**config.mk**
```make
export PLATFORM = sky130hd
export DESIGN_NAME = wss_divider
export DESIGN_NICKNAME = d
export VERILOG_FILES = /design/src/hw/rtl/wss_divider.sv
export SDC_FILE = /design/constraint.sdc
export NUM_CORES = 1
export LEC_CHECK = 0
export ABC_AREA = 1
export CORE_MARGIN = 1.5
export CORE_UTILIZATION = 35
export CTS_CLUSTER_SIZE = 12
export DETAILED_ROUTE_END_ITERATION = 10
export DONT_BUFFER_PORTS = 1
export PLACE_DENSITY = 0.47
export SLEW_MARGIN = 30
export SYNTH_ARGS = -nofsm -noshare
export SYNTH_HDL_FRONTEND = slang
export SYNTH_SLANG_ARGS = --single-unit
export TNS_END_PERCENT = 1
```
**constraint.sdc**
```tcl
create_clock -name clk -period 16.8 [get_ports clk]
set_input_delay 0.84 -clock clk [delete_from_list [all_inputs] [get_ports clk]]
set_output_delay 0.84 -clock clk [all_outputs]
set_load 0.03 [all_outputs]
```
**src/hw/rtl/wss_divider.sv**
```systemverilog
// Restoring divider, one quotient bit per cycle, truncating toward zero.
module wss_divider #(
  parameter int NumWidth = 64,
  parameter int DenWidth = 17
) (
  input  logic                clk,
  input  logic                rst,
  input  logic                start,
  input  logic                num_neg,
  input  logic [NumWidth-1:0] num_mag,
  input  logic [DenWidth-1:0] den,
  output logic                busy,
  output logic [NumWidth-1:0] quot
);
  localparam int CntWidth = $clog2(NumWidth + 1);

  logic [NumWidth-1:0] q;
  logic [DenWidth:0]   rem;
  logic [DenWidth-1:0] dreg;
  logic [CntWidth-1:0] cnt;
  logic                neg;
  logic [DenWidth:0]   trial;
  logic [DenWidth:0]   diff;

  assign trial = {rem[DenWidth-1:0], q[NumWidth-1]};
  assign diff  = trial - {1'b0, dreg};
  assign quot  = neg ? (~q + NumWidth'(1)) : q;

  always_ff @(posedge clk) begin
    if (rst) begin
      busy <= 1'b0;
      cnt  <= '0;
    end else if (start) begin
      busy <= 1'b1;
      cnt  <= CntWidth'(NumWidth);
      q    <= num_mag;
      rem  <= '0;
      dreg <= den;
      neg  <= num_neg;
    end else if (busy) begin
      if (!diff[DenWidth]) begin
        rem <= diff;
        q   <= {q[NumWidth-2:0], 1'b1};
      end else begin
        rem <= trial;
        q   <= {q[NumWidth-2:0], 1'b0};
      end
      cnt <= cnt - CntWidth'(1);
      if (cnt == CntWidth'(1)) begin
        busy <= 1'b0;
      end
    end
  end
endmodule

```
# Yosys cells after proc, flatten, opt, wreduce, memory -nomap -nowiden
# Index checks and enable logic that the tools add are counted.
[totals]
ff_bits = 107
inputBits = 85
out_inout_bits = 65
word_cells = 28
[op_classes]
addsub = 3
n_eq_ne = 1
mux = 11
n_bitwise = 2
n_reduce_logical = 4
[ops]
columns = ["cell", "n"]
rows = [
  ["$mux W64", 3],
  ["$add A64 B1 Y64 const B", 1],
  ["$not A64 Y64", 1],
  ["$mux W17", 2],
  ["$sub A18 B17 Y18", 1],
  ["$mux W7", 2],
  ["$eq A7 B1 Y1 const B", 1],
  ["$sub A7 B1 Y7 const B", 1],
  ["$mux W1", 4],
  ["$reduce_and A2 Y1", 2],
  ["$reduce_bool A2 Y1", 1],
  ["$reduce_or A2 Y1", 1],
  ["$not A1 Y1", 1],
]

# Depth between registers and ports, before layout
[logic_depth]
word_depth = 4
depth_mapped = 15
mapped_depth_nobuf = 14

# Worst setup path before layout
# OpenSTA, ideal clock, no wires.
[synth_timing]
path_type = "input to register"
startpoint = "in start"
endpoint = "reg q[0] (enable)"
setup_time_ns = 0.632
t_arrival_ns = 7.052
required_time_ns = 16.168
path_slack_ns = 9.116
cell_stages = 4
n_path_buf = 2
path_cell_list = "clkbuf_1 > inv_1 > clkbuf_1 > o21ai_0"
[synth_between]
elab_chain_cells = 2
[synth_rtl]
columns = ["item", "line_no", "source"]
rows = [
  ["start, declared", "8", "input logic start,"],
  ["$reduce_bool A2 Y1 (no source line)", "--", ""],
  ["$reduce_and A2 Y1 (no source line)", "--", ""],
  ["end signal, assigned", "36", "q <= num_mag;"],
  ["end signal, assigned", "43", "q <= {q[NumWidth-2:0], 1'b1};"],
  ["end signal, assigned", "46", "q <= {q[NumWidth-2:0], 1'b0};"],
  ["end, declared", "17", "logic [NumWidth-1:0] q;"],
]
# Every way passes these cells.
# A chain may end at the register's enable or synchronous reset.

# Worst setup path in the final report
[layout_timing]
startpoint = "reg q[0]"
endpoint = "out quot[22]"
[layout_between]
elab_chain_cells = 3
[layout_rtl]
columns = ["item", "line_no", "source"]
rows = [
  ["$not A64 Y64", "27", "assign quot = neg ? (~q + NumWidth'(1)) : q;"],
  ["$add A64 B1 Y64", "27", ""],
  ["$mux W64", "27", ""],
  ["end, declared", "13", "output logic [NumWidth-1:0] quot"],
]
# Every way passes these cells.

==> results.sh <==
export IMPL_yosys_register_bits=107
export IMPL_ys_flop_type="edfxtp_1"
export IMPL_yosysTopAreaCellShare=0.376
export IMPL_fmax_ghz=0.266
export IMPL_rsz0062_at_grt="no"
export IMPL_drt_iter0_drc=422
export IMPL_multi_input_comb_area_um2=4110
export IMPL_die_w_um=153
export IMPL_die_area_um2=23500
export IMPL_ys_async_sr_fraction=0
export IMPL_power_uw=822
export IMPL_ctsLongestPathBuffers=2
export IMPL_num_rows=54
export IMPL_grt_pass1_vias=6543
export IMPL_gr_total_overflow=0
export IMPL_core_area_um2=22000
export IMPL_synthTopCellsByArea="edfxtp_1 38%, nand2_1 17%, nor2_1 7.1%"
export IMPL_ios=150
export IMPL_syn_inst=1113
export IMPL_dp_cells=1370
export IMPL_hold_buffers=0
export IMPL_die_y_um=153
export IMPL_grt_max_degree=123
export IMPL_path_clk_slew_ns=0.08
export IMPL_yosysWarnings=0
export IMPL_vias_per_cell=4.98
export IMPL_first_pass_iters=5
export IMPL_portBuffers=0
export IMPL_slowest_delay_ns=0.60
export IMPL_fill_cells=2435
export IMPL_ys_seq_area_frac=0.396
export IMPL_cts_sinks=107
export IMPL_grt_total_usage=0.210
export IMPL_top_layer="met4"
export IMPL_synth_cell_types=42
export IMPL_htree_levels=3
export IMPL_slowest_stage="edfxtp_1"
export IMPL_maxCapViolCount=0
export IMPL_min_delay_path_class="flop to flop"
export IMPL_vias=6904
export IMPL_dr_wl_met3_mm=1.95
export IMPL_synth_area_um2=7910
export IMPL_ctsResizeCount=0
export IMPL_place_detailed_hpwl_mm=18.5
export IMPL_path_cells="inv_1 -> ha_1 -> nand3_2 -> nor2_4 -> nand2_1 -> nor2_2 -> nand3_1 -> o21ai_1 -> xor2_1"
export IMPL_yosys_area_top_type="edfxtp_1"
export IMPL_outcome="completed"
export IMPL_period_needed_ns=3.77
export IMPL_met1_length_mm=11.8
export IMPL_cp_start_kind="flop"
export IMPL_fin_crit_sh=0.224
export IMPL_antenna_found_initial=0
export IMPL_layout_commonest_cell="nand2_1"
export IMPL_globalplace_congestion=0.860
export IMPL_syn_area_per_cell_um2=7.10
export IMPL_antenna_cells=0
export IMPL_numCtsBuffers=9
export IMPL_setup_violations=0
export IMPL_cp_data_arrival_time_ns=2.93
export IMPL_p_per_area_nw_per_um2=97.1
export IMPL_synth_edff_count=99
export IMPL_final_max_slew_viol_count=0
export IMPL_area_growth_pct=7.06
export IMPL_drive_above_1_share=0.0642
export IMPL_relSlewSlack=0.440
export IMPL_tightest_slew_ns=0.835
export IMPL_cts_root_buf="clkbuf_16"
export IMPL_stdcell_count=1386
export IMPL_ant_nets=0
export IMPL_met2_length_mm=10.3
export IMPL_cts_tree="yes"
export IMPL_route_detailed_drc=0
export IMPL_worstSetupPathType="flop to output pin"
export IMPL_finalHoldViolCount=0
export IMPL_regArea_um2=3130
export IMPL_grt_pass1_wl_mm=37.9
export IMPL_syn_num_nets=1219
export IMPL_fin_setup_tns_ns=0
export IMPL_drt_total_wl_mm=24.4
export IMPL_nNetsFinal=1207
export IMPL_ir_drop_mv=0.0442
export IMPL_p_leak_nw=3.70
export IMPL_drt_wirelength_per_cell_um=17.6
export IMPL_start_util=0.359
export IMPL_cts_setup_buffers=0
export IMPL_fin_worst_skew_ns=0.00803
export IMPL_critical_path_required_ns=15.96
export IMPL_insertion_delay_ns=0.37
export IMPL_r2r_setup_slack_ns=14.06
export IMPL_cp_end_kind="output pin"
export IMPL_critical_path_max_fanout=5
export IMPL_final_cell_mix="356 x nand2_1, 150 x nor2_1, 134 x inv_1"
-- worst max-delay path: cells and delay by family (launching register included) --
family	cells	cell delay, ns
and+or+nand+nor	5	0.81
DFF	1	0.60
xor gates and xnor gates	1	0.54
adders and majority gates	1	0.26
AOI/OAI and AO/OA	1	0.19
buffers and inverters	1	0.15
-- cell families after synthesis --
| logic type | count (synthesis) | share of synthesized area |
|---|---|---|
| AOI/OAI and AO/OA | 108 | 0.0712 |
| xor gates and xnor gates | 60 | 0.0665 |
| adders and majority gates | 21 | 0.0342 |
| buffers and inverters | 172 | 0.0858 |
| DFF | 107 | 0.396 |
| and+or+nand+nor | 645 | 0.346 |
-- final timing paths --
path	start	end	cells after the start
setup reg to reg	rem[13]$_SDFFCE_PP0P_	rem[2]$_SDFFCE_PP0P_	8
hold / removal	cnt[3]$_SDFFE_PP0P_	cnt[3]$_SDFFE_PP0P_	2
setup / recovery	q[0]$_DFFE_PP_	quot[22]	9
hold reg to reg	cnt[3]$_SDFFE_PP0P_	cnt[3]$_SDFFE_PP0P_	2
-- metal layers --
layer | vias up | track usage
met5 | - | 0
met4 | 0 | 0.0481
met3 | 15 | 0.0632
met2 | 198 | 0.306
met1 | 3163 | 0.303
li1 | 3528 | -
-- Yosys cell counts (3+ instances only) --
master,number
buf_1,4
nand2_2,5
inv_1,134
ha_1,20
edfxtp_1,99
nand4_1,23
nand2_4,4
o21ai_1,3
xor2_1,58
nor2_2,20
nor2_1,150
nand3_2,5
nand3_1,60
o21ai_0,78
inv_2,9
dfxtp_1,8
nand2_1,356
nor3_1,11
a21oi_1,18
clkbuf_1,20
-- power by group --
part / internal [mW] / leakage [nW] / total (mW) / switching [mW]
sequential: 0.325 / 1.03 / 0.345 / 0.0199
combinational: 0.0691 / 2.53 / 0.259 / 0.190
clock: 0.110 / 0.144 / 0.218 / 0.108
total: 0.504 / 3.70 / 0.822 / 0.318
-- flip-flops by register name (all words and copies together) (netlist names) --
name,count
dreg,17
busy,1
rem,17
neg,1
q,64
cnt,7
-- area by class of cell --
class,count,share of cell area
inverter,143,0.0634
timing repair buffer,6,0.00576
clock buffer,12,0.0303
multi-input combinational,834,0.485
clock inverter,4,0.00384
sequential,107,0.370
tap,280,0.0414
-- through the flow --
step           setup WS (ns)   util  hold WS, ns  area (um^2)
2_1_floorplan           9.12      -        0.470         7910
3_3_place_gp           13.47  0.371        0.484         8170
3_5_place_dp           13.43  0.371        0.490         8170
4_1_cts                13.02  0.384        0.502         8460
5_1_grt                12.78  0.384        0.546         8460
6_report               13.03  0.384        0.500         8460
No activity file was read; power rests on OpenSTA's default activity.
