$ cat config.mk
export PLATFORM = sky130hd
export DESIGN_NAME = wss_sqrt
export DESIGN_NICKNAME = d
export VERILOG_FILES = /design/src/hw/rtl/wss_sqrt.sv
export SDC_FILE = /design/constraint.sdc
export NUM_CORES = 1
export LEC_CHECK = 0
export ABC_AREA = 1
export BUFFER_PORTS_ARGS = -buffer_cell sky130_fd_sc_hd__buf_4
export CAP_MARGIN = 5
export CORE_MARGIN = 4
export CORE_UTILIZATION = 54
export CTS_CLUSTER_DIAMETER = 150
export DETAILED_ROUTE_END_ITERATION = 12
export PLACE_DENSITY = 0.82
export SLEW_MARGIN = 0
export SYNTH_ARGS = -nofsm -noshare
export SYNTH_HDL_FRONTEND = slang
export SYNTH_SLANG_ARGS = --single-unit
$ cat constraint.sdc
create_clock -name clk -period 8.2 [get_ports clk]
set_input_delay 0.82 -clock clk [delete_from_list [all_inputs] [get_ports clk]]
set_output_delay 0.82 -clock clk [all_outputs]
set_load 0.05 [all_outputs]
$ cat src/hw/rtl/wss_sqrt.sv
// Integer square root, two radicand bits per cycle.
module wss_sqrt #(
  parameter int InWidth = 64
) (
  input  logic                 clk,
  input  logic                 rst,
  input  logic                 start,
  input  logic [InWidth-1:0]   radicand,
  output logic                 busy,
  output logic [InWidth/2-1:0] root
);
  localparam int Half     = InWidth / 2;
  localparam int CntWidth = $clog2(Half + 1);

  logic [InWidth-1:0]  x;
  logic [Half+1:0]     rem;
  logic [CntWidth-1:0] cnt;
  logic [Half+1:0]     trial;
  logic [Half+1:0]     test;

  assign trial = {rem[Half-1:0], x[InWidth-1:InWidth-2]};
  assign test  = {root, 2'b01};

  always_ff @(posedge clk) begin
    if (rst) begin
      busy <= 1'b0;
      cnt  <= '0;
    end else if (start) begin
      busy <= 1'b1;
      cnt  <= CntWidth'(Half);
      x    <= radicand;
      rem  <= '0;
      root <= '0;
    end else if (busy) begin
      x <= {x[InWidth-3:0], 2'b00};
      if (trial >= test) begin
        rem  <= trial - test;
        root <= {root[Half-2:0], 1'b1};
      end else begin
        rem  <= trial;
        root <= {root[Half-2:0], 1'b0};
      end
      cnt <= cnt - CntWidth'(1);
      if (cnt == CntWidth'(1)) begin
        busy <= 1'b0;
      end
    end
  end
endmodule
* Word level (Yosys, flattened, before mapping)
Index checks and enable logic that the tools add are counted.
** Word-level totals
- Flip-flop bits (word level) :: 135
- Input bits :: 67
- Output and inout bits :: 33
- Word-level logic and storage cells :: 25
** Cells by class
- Add/subtract/negate cells :: 2
- Order comparisons :: 1
- Equal/unequal tests :: 1
- Multiplexer cells :: 11
- Bitwise operators :: 1
- Reduce and logical (&&, ||, !) cells :: 3
** Operators with widths (count)
- 64-bit 2-to-1 mux :: 2
- 32-bit 2-to-1 mux :: 3
- 34-bit greater-or-equal comparator :: 1
- 32-bit subtractor :: 1
- 6-bit 2-to-1 mux :: 2
- 6-bit by 1-bit == test with 1-bit output, second input constant :: 1
- 6-bit by 1-bit subtractor with 6-bit output, second input constant :: 1
- 1-bit 2-to-1 mux :: 4
- 2-bit AND reduction :: 1
- 2-bit nonzero test :: 1
- 2-bit OR reduction :: 1
- 1-bit NOT :: 1

* Depth between registers and ports, before layout
Gate-level depths: netlist of the first run.
- Depth after elaboration :: 4
- Mapped depth :: 16
- Mapped depth without buffers :: 15

* Worst setup path before layout of the first run
Ideal clock, no wire load.
- Path kind :: input to register
- Start :: in start
- End :: reg rem[0], enable pin
- Library setup time :: 0.661 ns
- Arrival time :: 7.675 ns
- Data required time :: 7.539 ns
- Path slack :: -0.135 ns
- Cell stages on the path :: 4
- Path buffers :: 2
- Cell sequence :: clkbuf_1 > clkinv_1 > clkbuf_1 > a21oi_1
** Between the ends
- Cells in the longest elaborated chain, start to end :: 2
** Ends and longest elaborated chain
- start: declaration :: line 7 : input logic start,
- 2-bit nonzero test (no source line)
- 2-bit AND reduction (no source line)
- end signal: assignment :: line 37 : rem <= trial - test;
- end signal: assignment :: line 40 : rem <= trial;
- end: declaration :: line 16 : logic [Half+1:0] rem;
No other way between the ends.
A chain may end at the register's enable or synchronous reset.

* Final worst setup path of the first run
- Start :: reg rem[13]
- End :: reg root[0], data pin
** Between the ends
- Cells in the longest elaborated chain, start to end :: 3
** Ends and longest elaborated chain
- 34-bit greater-or-equal comparator :: line 36 : if (trial >= test) begin
- 1-bit 2-to-1 mux :: line 36
- 32-bit 2-to-1 mux :: line 34 : end else if (busy) begin
- end signal: assignment :: line 38 : root <= {root[Half-2:0], 1'b1};
- end signal: assignment :: line 41 : root <= {root[Half-2:0], 1'b0};
- end: declaration :: line 10 : output logic [InWidth/2-1:0] root
No other way between the ends. The select of a mux whose other input is x is not followed.

==> results by group, run 1 <==
Timing
  • Post-route setup TNS: 0 ps
  • Crit share post-route: 34.10%
  • Final setup vio count: 0
  • Hold slack: 496.8 ps
  • Final Hold Vio Count: 0
  • Relative slew slack: 31.26%
  • RSZ-0062 raised after global routing: no
  • Worst-margin pin slew: 1031 ps
  • Setup Skew: 9.144 ps
  • Minimum clock period: 2796 ps
  • Fin. max-slew vios: 0
  • Max Fclk: 357.7 MHz

Finish
  • Fillers: 1301
  • Synthesis-to-layout area growth: 17.76%
  • Register area: 3984 sq um
  • Multi-input gate area: 3764 sq um
  • Antenna diode instance count: 0
  • Layout cell share with drive strength beyond 1: 13.41%
  • Utilization after layout: 65.76%
  • Post-layout nets: 1350

Floorplan
  • # rows: 45
  • Initial core utilization: 55.84%
  • Die width: 134.1 um
  • Floorplan core area: 15370 sq um
  • Die Ht: 134.1 um
  • I/O pin count: 100
  • Die ar.: 17980 sq um

Synth
  • Mapped Area: 8583 sq um
  • Area contributors post-synth: edfxtp_1 45%, nand2_1 22%, inv_1 7.6%, nor2_1 5.9%, ha_1 5.2%
  • Asr flop ratio synth: 0%
  • Number of synthesized register bits: 135
  • EDFF count, synth: 128
  • Mean Syn Cell Area: 7.438 sq um
  • Biggest area consumer among synthesized cells: edfxtp_1
  • Main synth FF type: edfxtp_1
  • Cells after synthesis: 1154
  • Yosys warns: 0
  • Post-synth top area share: 44.78%
  • Synth cell types: 36
  • Sequential-to-total area share from yosys stat: 46.41%
  • Post-synthesis net count: 1257
  • Commonest cells post-synth: 495 x nand2_1, 174 x inv_1, 136 x nor2_1
  • Most frequent cell after synthesis: nand2_1

Setup path
  • Crit path largest cell delay: 520 ps
  • Crit-path slowest cell: nor2_4
  • CP Capture Type: flop
  • WP data arrival: 2940 ps
  • CP required: 8350 ps
  • FF-to-FF setup slack: 5400 ps
  • Crit path launch type: flop
  • CP max FO: 24
  • CP Cell Sequence: ha_1 -> nand2_1 -> nor2_2 -> nand2_1 -> nor2_2 -> nand3b_1 -> nand2_2 -> nor2_4 -> nand2_8 -> inv_4 -> nor2_1
  • Critical Setup Path Class: flop to flop

Global routing
  • Total grt overflow: 0
  • GRT Total Usage: 23.35%
  • Largest net degree at the start of global routing: 98
  • First-pass GRT wire length: 33870 um
  • Number of global-route vias before repair: 7267
  • Antenna violations before repair: 0

Routing
  • Via density per instance: 5.032
  • Top sig layer: met4
  • First-pass iteration count of the detailed router: 5
  • Metal2 WL: 9587 um
  • Vias: 7402
  • Met3 WL: 1314 um
  • Starting DRC count in detailed routing: 511
  • Final WL: 20360 um
  • Average wire per standard cell: 13.84 um
  • Final antenna-violating net count: 0
  • Post-route DRC: 0
  • M1 WL: 8865 um

Place
  • Final RePlAce weighted congestion: 0.9925
  • Port bufs: 99
  • DP HPWL: 14310 um

Power and ir drop
  • Leakage: 0.005190 uW
  • Final Power: 2208 uW
  • Int Pwr: 1527 uW
  • Clock Power Share: 38.3%
  • Logic pwr share: 23.5%
  • Sw Share: 30.82%
  • Register share of total power: 38.3%
  • Power Density: 218.4 nW/um^2
  • VDD IR max: 0.0001455 V
  • Psw: 680.5 uW

Flow run
  • Number of max-cap violations: 0

Clocking
  • CTS clk-pin slew, worst paths: 60 ps
  • Clk buf depth: 2
  • Clk Latency, worst-skew pair: 430 ps
  • CTS resizes: 0
  • CTS Hold Bufs: 0
  • Root Driver: clkbuf_16
  • Clock Sinks: 135
  • Setup bufs post-CTS: 0
  • Max H-tree Level: 4
  • CTS tree: built
  • Num CTS Buffers: 17

Worst hold path
  • Worst min path class: flop to flop

Outcome
  • Status: finished, final reports clean
## metrics by stage
| step | setup WS [ps] | instance area, sq um | std cells |
|---|---|---|---|
| 5_1_grt | 5155 | 10110 | 1471 |
| 4_1_cts | 5407 | 10110 | 1471 |
| 3_3_place_gp | 5474 | 9463 | 1439 |
| 2_1_floorplan | 2769 | 8587 | 1154 |
| 6_report | 5404 | 10110 | 1471 |
| 3_5_place_dp | 5430 | 9463 | 1439 |
## worst max-delay path: cells and delay by family (launching register included)
| kind | cells | cell delay, ps |
|---|---|---|
| AND/OR/NAND/NOR | 9 | 1400 |
| flip-flops | 1 | 420 |
| buffers and inverters | 1 | 300 |
| adder cells (fa/ha/maj) | 1 | 370 |
## registers in the layout, summed over array words and instances (netlist names)
name,count
root,32
busy,1
x,64
cnt,6
rem,32
## cells by family after synthesis
logic type	share of synthesized area, %
xor+xnor	1.531
simple gates	35.15
buf+inv	9.869
compound gates	1.793
flops	46.41
fa+ha+maj	5.248
## layout by cell type (no fill, tap or decap), drive strengths merged
master    Yosys  layout
xnor2         2       2
inv         178     183
nand3        33      33
a211oi        2       2
nand4         7       7
o21bai        2       2
nor3          4       4
and3          1       1
and2          7       7
clkinvlp      0       2
ha           36      36
dfxtp         7       7
a31oi         1       1
a21oi        22      22
or2           2       2
xor2         13      13
nor4          1       1
bufinv        0       4
nand3b       23      23
edfxtp      128     128
clkinv        2       3
nor2        151     151
clkbuf       18      20
buf          11     103
nand2       503     503
## metal layers
metal / global-route usage, % / up-vias
met3: 5.289 / 51
met1: 28.98 / 3377
met5: 0 / -
met4: 9.842 / 0
li1: - / 3745
met2: 39.44 / 229
## cell type report
class	instances	area share, %
clock buffer	20	4.518
clock inverter	12	1.857
inverter	180	6.710
multi-input combinational	810	37.24
sequential	135	39.42
tap	211	2.612
timing repair buffer	103	7.650
## power by group through the flow
| stage | Combinational [uW] | Sequential [uW] | Clock (uW) |
|---|---|---|---|
| 2_1_floorplan | 355 | 891 | 0 |
| 3_3_place_gp | 503 | 856 | 0 |
| 3_5_place_dp | 511 | 859 | 0 |
| 4_1_cts | 516 | 845 | 855 |
| 5_1_grt | 584 | 850 | 882 |
| 6_report | 518 | 845 | 845 |
## path summary, 6_finish.rpt
check                                      startpoint                    end  cells past startpoint
worst max-delay path            rem[13]$_SDFFCE_PP0P_  root[0]$_SDFFCE_PP0P_                     11
worst min-delay path              cnt[0]$_SDFFE_PP0P_    cnt[0]$_SDFFE_PP0P_                      2
worst max register to register  rem[13]$_SDFFCE_PP0P_  root[0]$_SDFFCE_PP0P_                     11
worst min register to register    cnt[0]$_SDFFE_PP0P_    cnt[0]$_SDFFE_PP0P_                      2
Note: power is estimated with default switching activity, not from simulation.
==> inputs of run 2 (changes only) <==
--- a/config.mk
+++ b/config.mk
@@ -9,10 +9,10 @@
 export BUFFER_PORTS_ARGS = -buffer_cell sky130_fd_sc_hd__buf_4
 export CAP_MARGIN = 5
 export CORE_MARGIN = 4
-export CORE_UTILIZATION = 54
+export CORE_UTILIZATION = 59
 export CTS_CLUSTER_DIAMETER = 150
 export DETAILED_ROUTE_END_ITERATION = 12
-export PLACE_DENSITY = 0.82
+export PLACE_DENSITY = 0.85
 export SLEW_MARGIN = 0
 export SYNTH_ARGS = -nofsm -noshare
 export SYNTH_HDL_FRONTEND = slang
==> constraint.sdc (replaced) <==
create_clock -name clk -period 2.7 [get_ports clk]
set_input_delay 0.27 -clock clk [delete_from_list [all_inputs] [get_ports clk]]
set_output_delay 0.27 -clock clk [all_outputs]
set_load 0.05 [all_outputs]
==> run 2 against run 1 <==
  * Critical path depth rose by 2
  * Utilization is 6.3 points higher
  * Sequential share of layout area barely moved
  * Via count up 1.0%
  * Sequential power grew to 3.0 times the previous value
  * Flip-flop and latch count unchanged
  * Setup slack worse by 5200 ps
  * Highest routed layer unchanged
  * Die area decreased by 8.0%
  * Clock power increased to 2.9 times the previous value
  * Design area is 0.11% higher
  * Critical endpoint is now rem[10]$_SDFFCE_PP0P_
==> results by group, run 2 (synthesized netlist as in run 1, its figures left out) <==
Clocking
  • Clk buf depth: 2
  • CTS tree: built
  • Root Driver: clkbuf_16
  • Max H-tree Level: 4
  • CTS Hold Bufs: 0
  • Clock Sinks: 135
  • CTS clk-pin slew, worst paths: 60 ps
  • Num CTS Buffers: 17
  • Clk Latency, worst-skew pair: 420 ps

Setup path
  • CP required: 2880 ps
  • WP data arrival: 2670 ps
  • Crit-path slowest cell: ha_1
  • Worst Reg2Reg Path Length in Cells: 13
  • Crit path launch type: flop
  • Crit Reg-Reg Startpoint: root[25]$_SDFFCE_PP0P_
  • Crit-path most repeated cell: nand2_1
  • CP max FO: 13
  • WP buf/inv: 2
  • Crit path largest cell delay: 380 ps
  • CP Cell Sequence: inv_1 -> ha_1 -> nand2_1 -> nand2_1 -> a21oi_2 -> nor2_1 -> nor2_1 -> nand2_1 -> nor2_4 -> buf_4 -> nand3b_1 -> nand2_1 -> nor2_1
  • Largest delay share family, worst path: simple AND/OR/NAND/NOR gates
  • CP Capture Type: flop
  • FF-to-FF setup slack: 210 ps
  • RR Endpoint: rem[10]$_SDFFCE_PP0P_
  • Critical Setup Path Class: flop to flop

Routing
  • Starting DRC count in detailed routing: 485
  • Vias: 7476
  • Via density per instance: 5.170
  • First-pass iteration count of the detailed router: 7
  • Average wire per standard cell: 14.58 um
  • Final antenna-violating net count: 0
  • Final WL: 21080 um
  • Post-route DRC: 0

Outcome
  • Status: finished, final reports clean

Floorplan
  • Die Ht: 128.6 um
  • # rows: 43
  • Floorplan core area: 14040 sq um
  • Die width: 128.6 um
  • Initial core utilization: 61.12%
  • I/O pin count: 100
  • Die ar.: 16540 sq um

Global routing
  • First-pass GRT wire length: 34780 um
  • GRT Total Usage: 26.47%
  • Total grt overflow: 0
  • Antenna violations before repair: 0
  • Number of global-route vias before repair: 7414
  • Largest net degree at the start of global routing: 99

Finish
  • Multi-input gate area: 3764 sq um
  • Non-filler instance count after layout: 1446
  • Biggest regs: x: 64 flops, rem: 32 flops, root: 32 flops
  • Commonest non-fill, non-tap cell in the layout: nand2_1
  • Post-layout nets: 1357
  • Fillers: 1084
  • Synthesis-to-layout area growth: 17.89%
  • Most frequent cells in the layout: 495 x nand2_1, 174 x inv_1, 136 x nor2_1, 128 x edfxtp_1, 108 x buf_4
  • Most flop-heavy register: x
  • Post-route design area: 10120 sq um
  • Layout cell share with drive strength beyond 1: 13.82%
  • Register area: 3988 sq um
  • Largest register FFs: 64
  • Antenna diode instance count: 0

Timing
  • Relative slew slack: 36.15%
  • Post-route setup TNS: 0 ps
  • Final Hold Vio Count: 0
  • RSZ-0062 raised after global routing: no
  • Worst-margin pin slew: 957.8 ps
  • Setup Skew: 9.426 ps
  • Max Fclk: 401.5 MHz
  • Minimum clock period: 2491 ps
  • Final setup vio count: 0
  • Fin. max-slew vios: 0
  • Final worst slack: 209.4 ps
  • Crit share post-route: 92.25%

Power and ir drop
  • Power Density: 654.3 nW/um^2
  • Leakage: 0.005216 uW
  • Final Power: 6621 uW
  • VDD IR max: 0.0004249 V

Worst hold path
  • Worst hold stages: 2
  • Hold Path End: cnt[5]$_SDFFE_PP0N_
  • Worst min path class: primary input to flop
  • Worst hold start: rst

Place
  • DP Cell Count: 1413
  • Place WS: 221.2 ps
  • Port bufs: 99
  • Final RePlAce weighted congestion: 0.9298
  • Dpl cell area: 9503 sq um
  • DP HPWL: 14870 um

Flow run
  • Number of max-cap violations: 0
-- run 2: where the power goes --
part	switching (uW)	leakage, uW	internal [uW]
Sequential	73.4	0.00130	2500
Clock	952	0.000289	1460
Combinational	1080	0.00362	563
Total	2100	0.00522	4520
-- run 2: final cells by class --
| class | count | share of cell area [%] |
|---|---|---|
| Sequential cell | 135 | 39.41 |
| Multi-Input combinational cell | 810 | 37.20 |
| Timing Repair Buffer | 110 | 8.409 |
| Inverter | 180 | 6.826 |
| Clock buffer | 18 | 4.241 |
| Tap cell | 180 | 2.226 |
| Clock inverter | 13 | 1.694 |
-- run 2: worst max path at each step --
| stage | to | slack, ps | start | cells past startpoint |
|---|---|---|---|---|
| after floorplan | rem[0]$_SDFFCE_PP0P_ | -500 | start | 4 |
| final | rem[10]$_SDFFCE_PP0P_ | 210 | root[25]$_SDFFCE_PP0P_ | 13 |
| after CTS | rem[10]$_SDFFCE_PP0P_ | 190 | root[25]$_SDFFCE_PP0P_ | 13 |
| after detailed placement | rem[3]$_SDFFCE_PP0P_ | 220 | root[25]$_SDFFCE_PP0P_ | 13 |
| after global placement | rem[20]$_SDFFCE_PP0P_ | 260 | rem[27]$_SDFFCE_PP0P_ | 12 |
| after global routing | rem[10]$_SDFFCE_PP0P_ | 30 | root[26]$_SDFFCE_PP0P_ | 13 |
-- run 2: metal layers --
| metal | up-vias | part of all wire [%] | GRT usage [%] |
|---|---|---|---|
| met5 | - | 0 | 0 |
| met4 | 0 | 3.1 | 9.389 |
| met3 | 45 | 7.3 | 5.895 |
| met2 | 280 | 48 | 45.42 |
| met1 | 3394 | 41 | 33.09 |
| li1 | 3757 | - | - |
-- run 2: metrics by stage --
stage	util (%)	hold WS [ps]
2_1_floorplan	-	348.5
3_3_place_gp	67.67	476.1
3_5_place_dp	67.67	483.2
4_1_cts	71.95	43.97
5_1_grt	72.06	53.68
6_report	72.06	53.26
-- run 2: repair_timing --
action | in CTS | in global routing
setup endpoints to repair | 0 | 3
gates resized for setup | 0 | 0
buffers inserted | 0 | 2
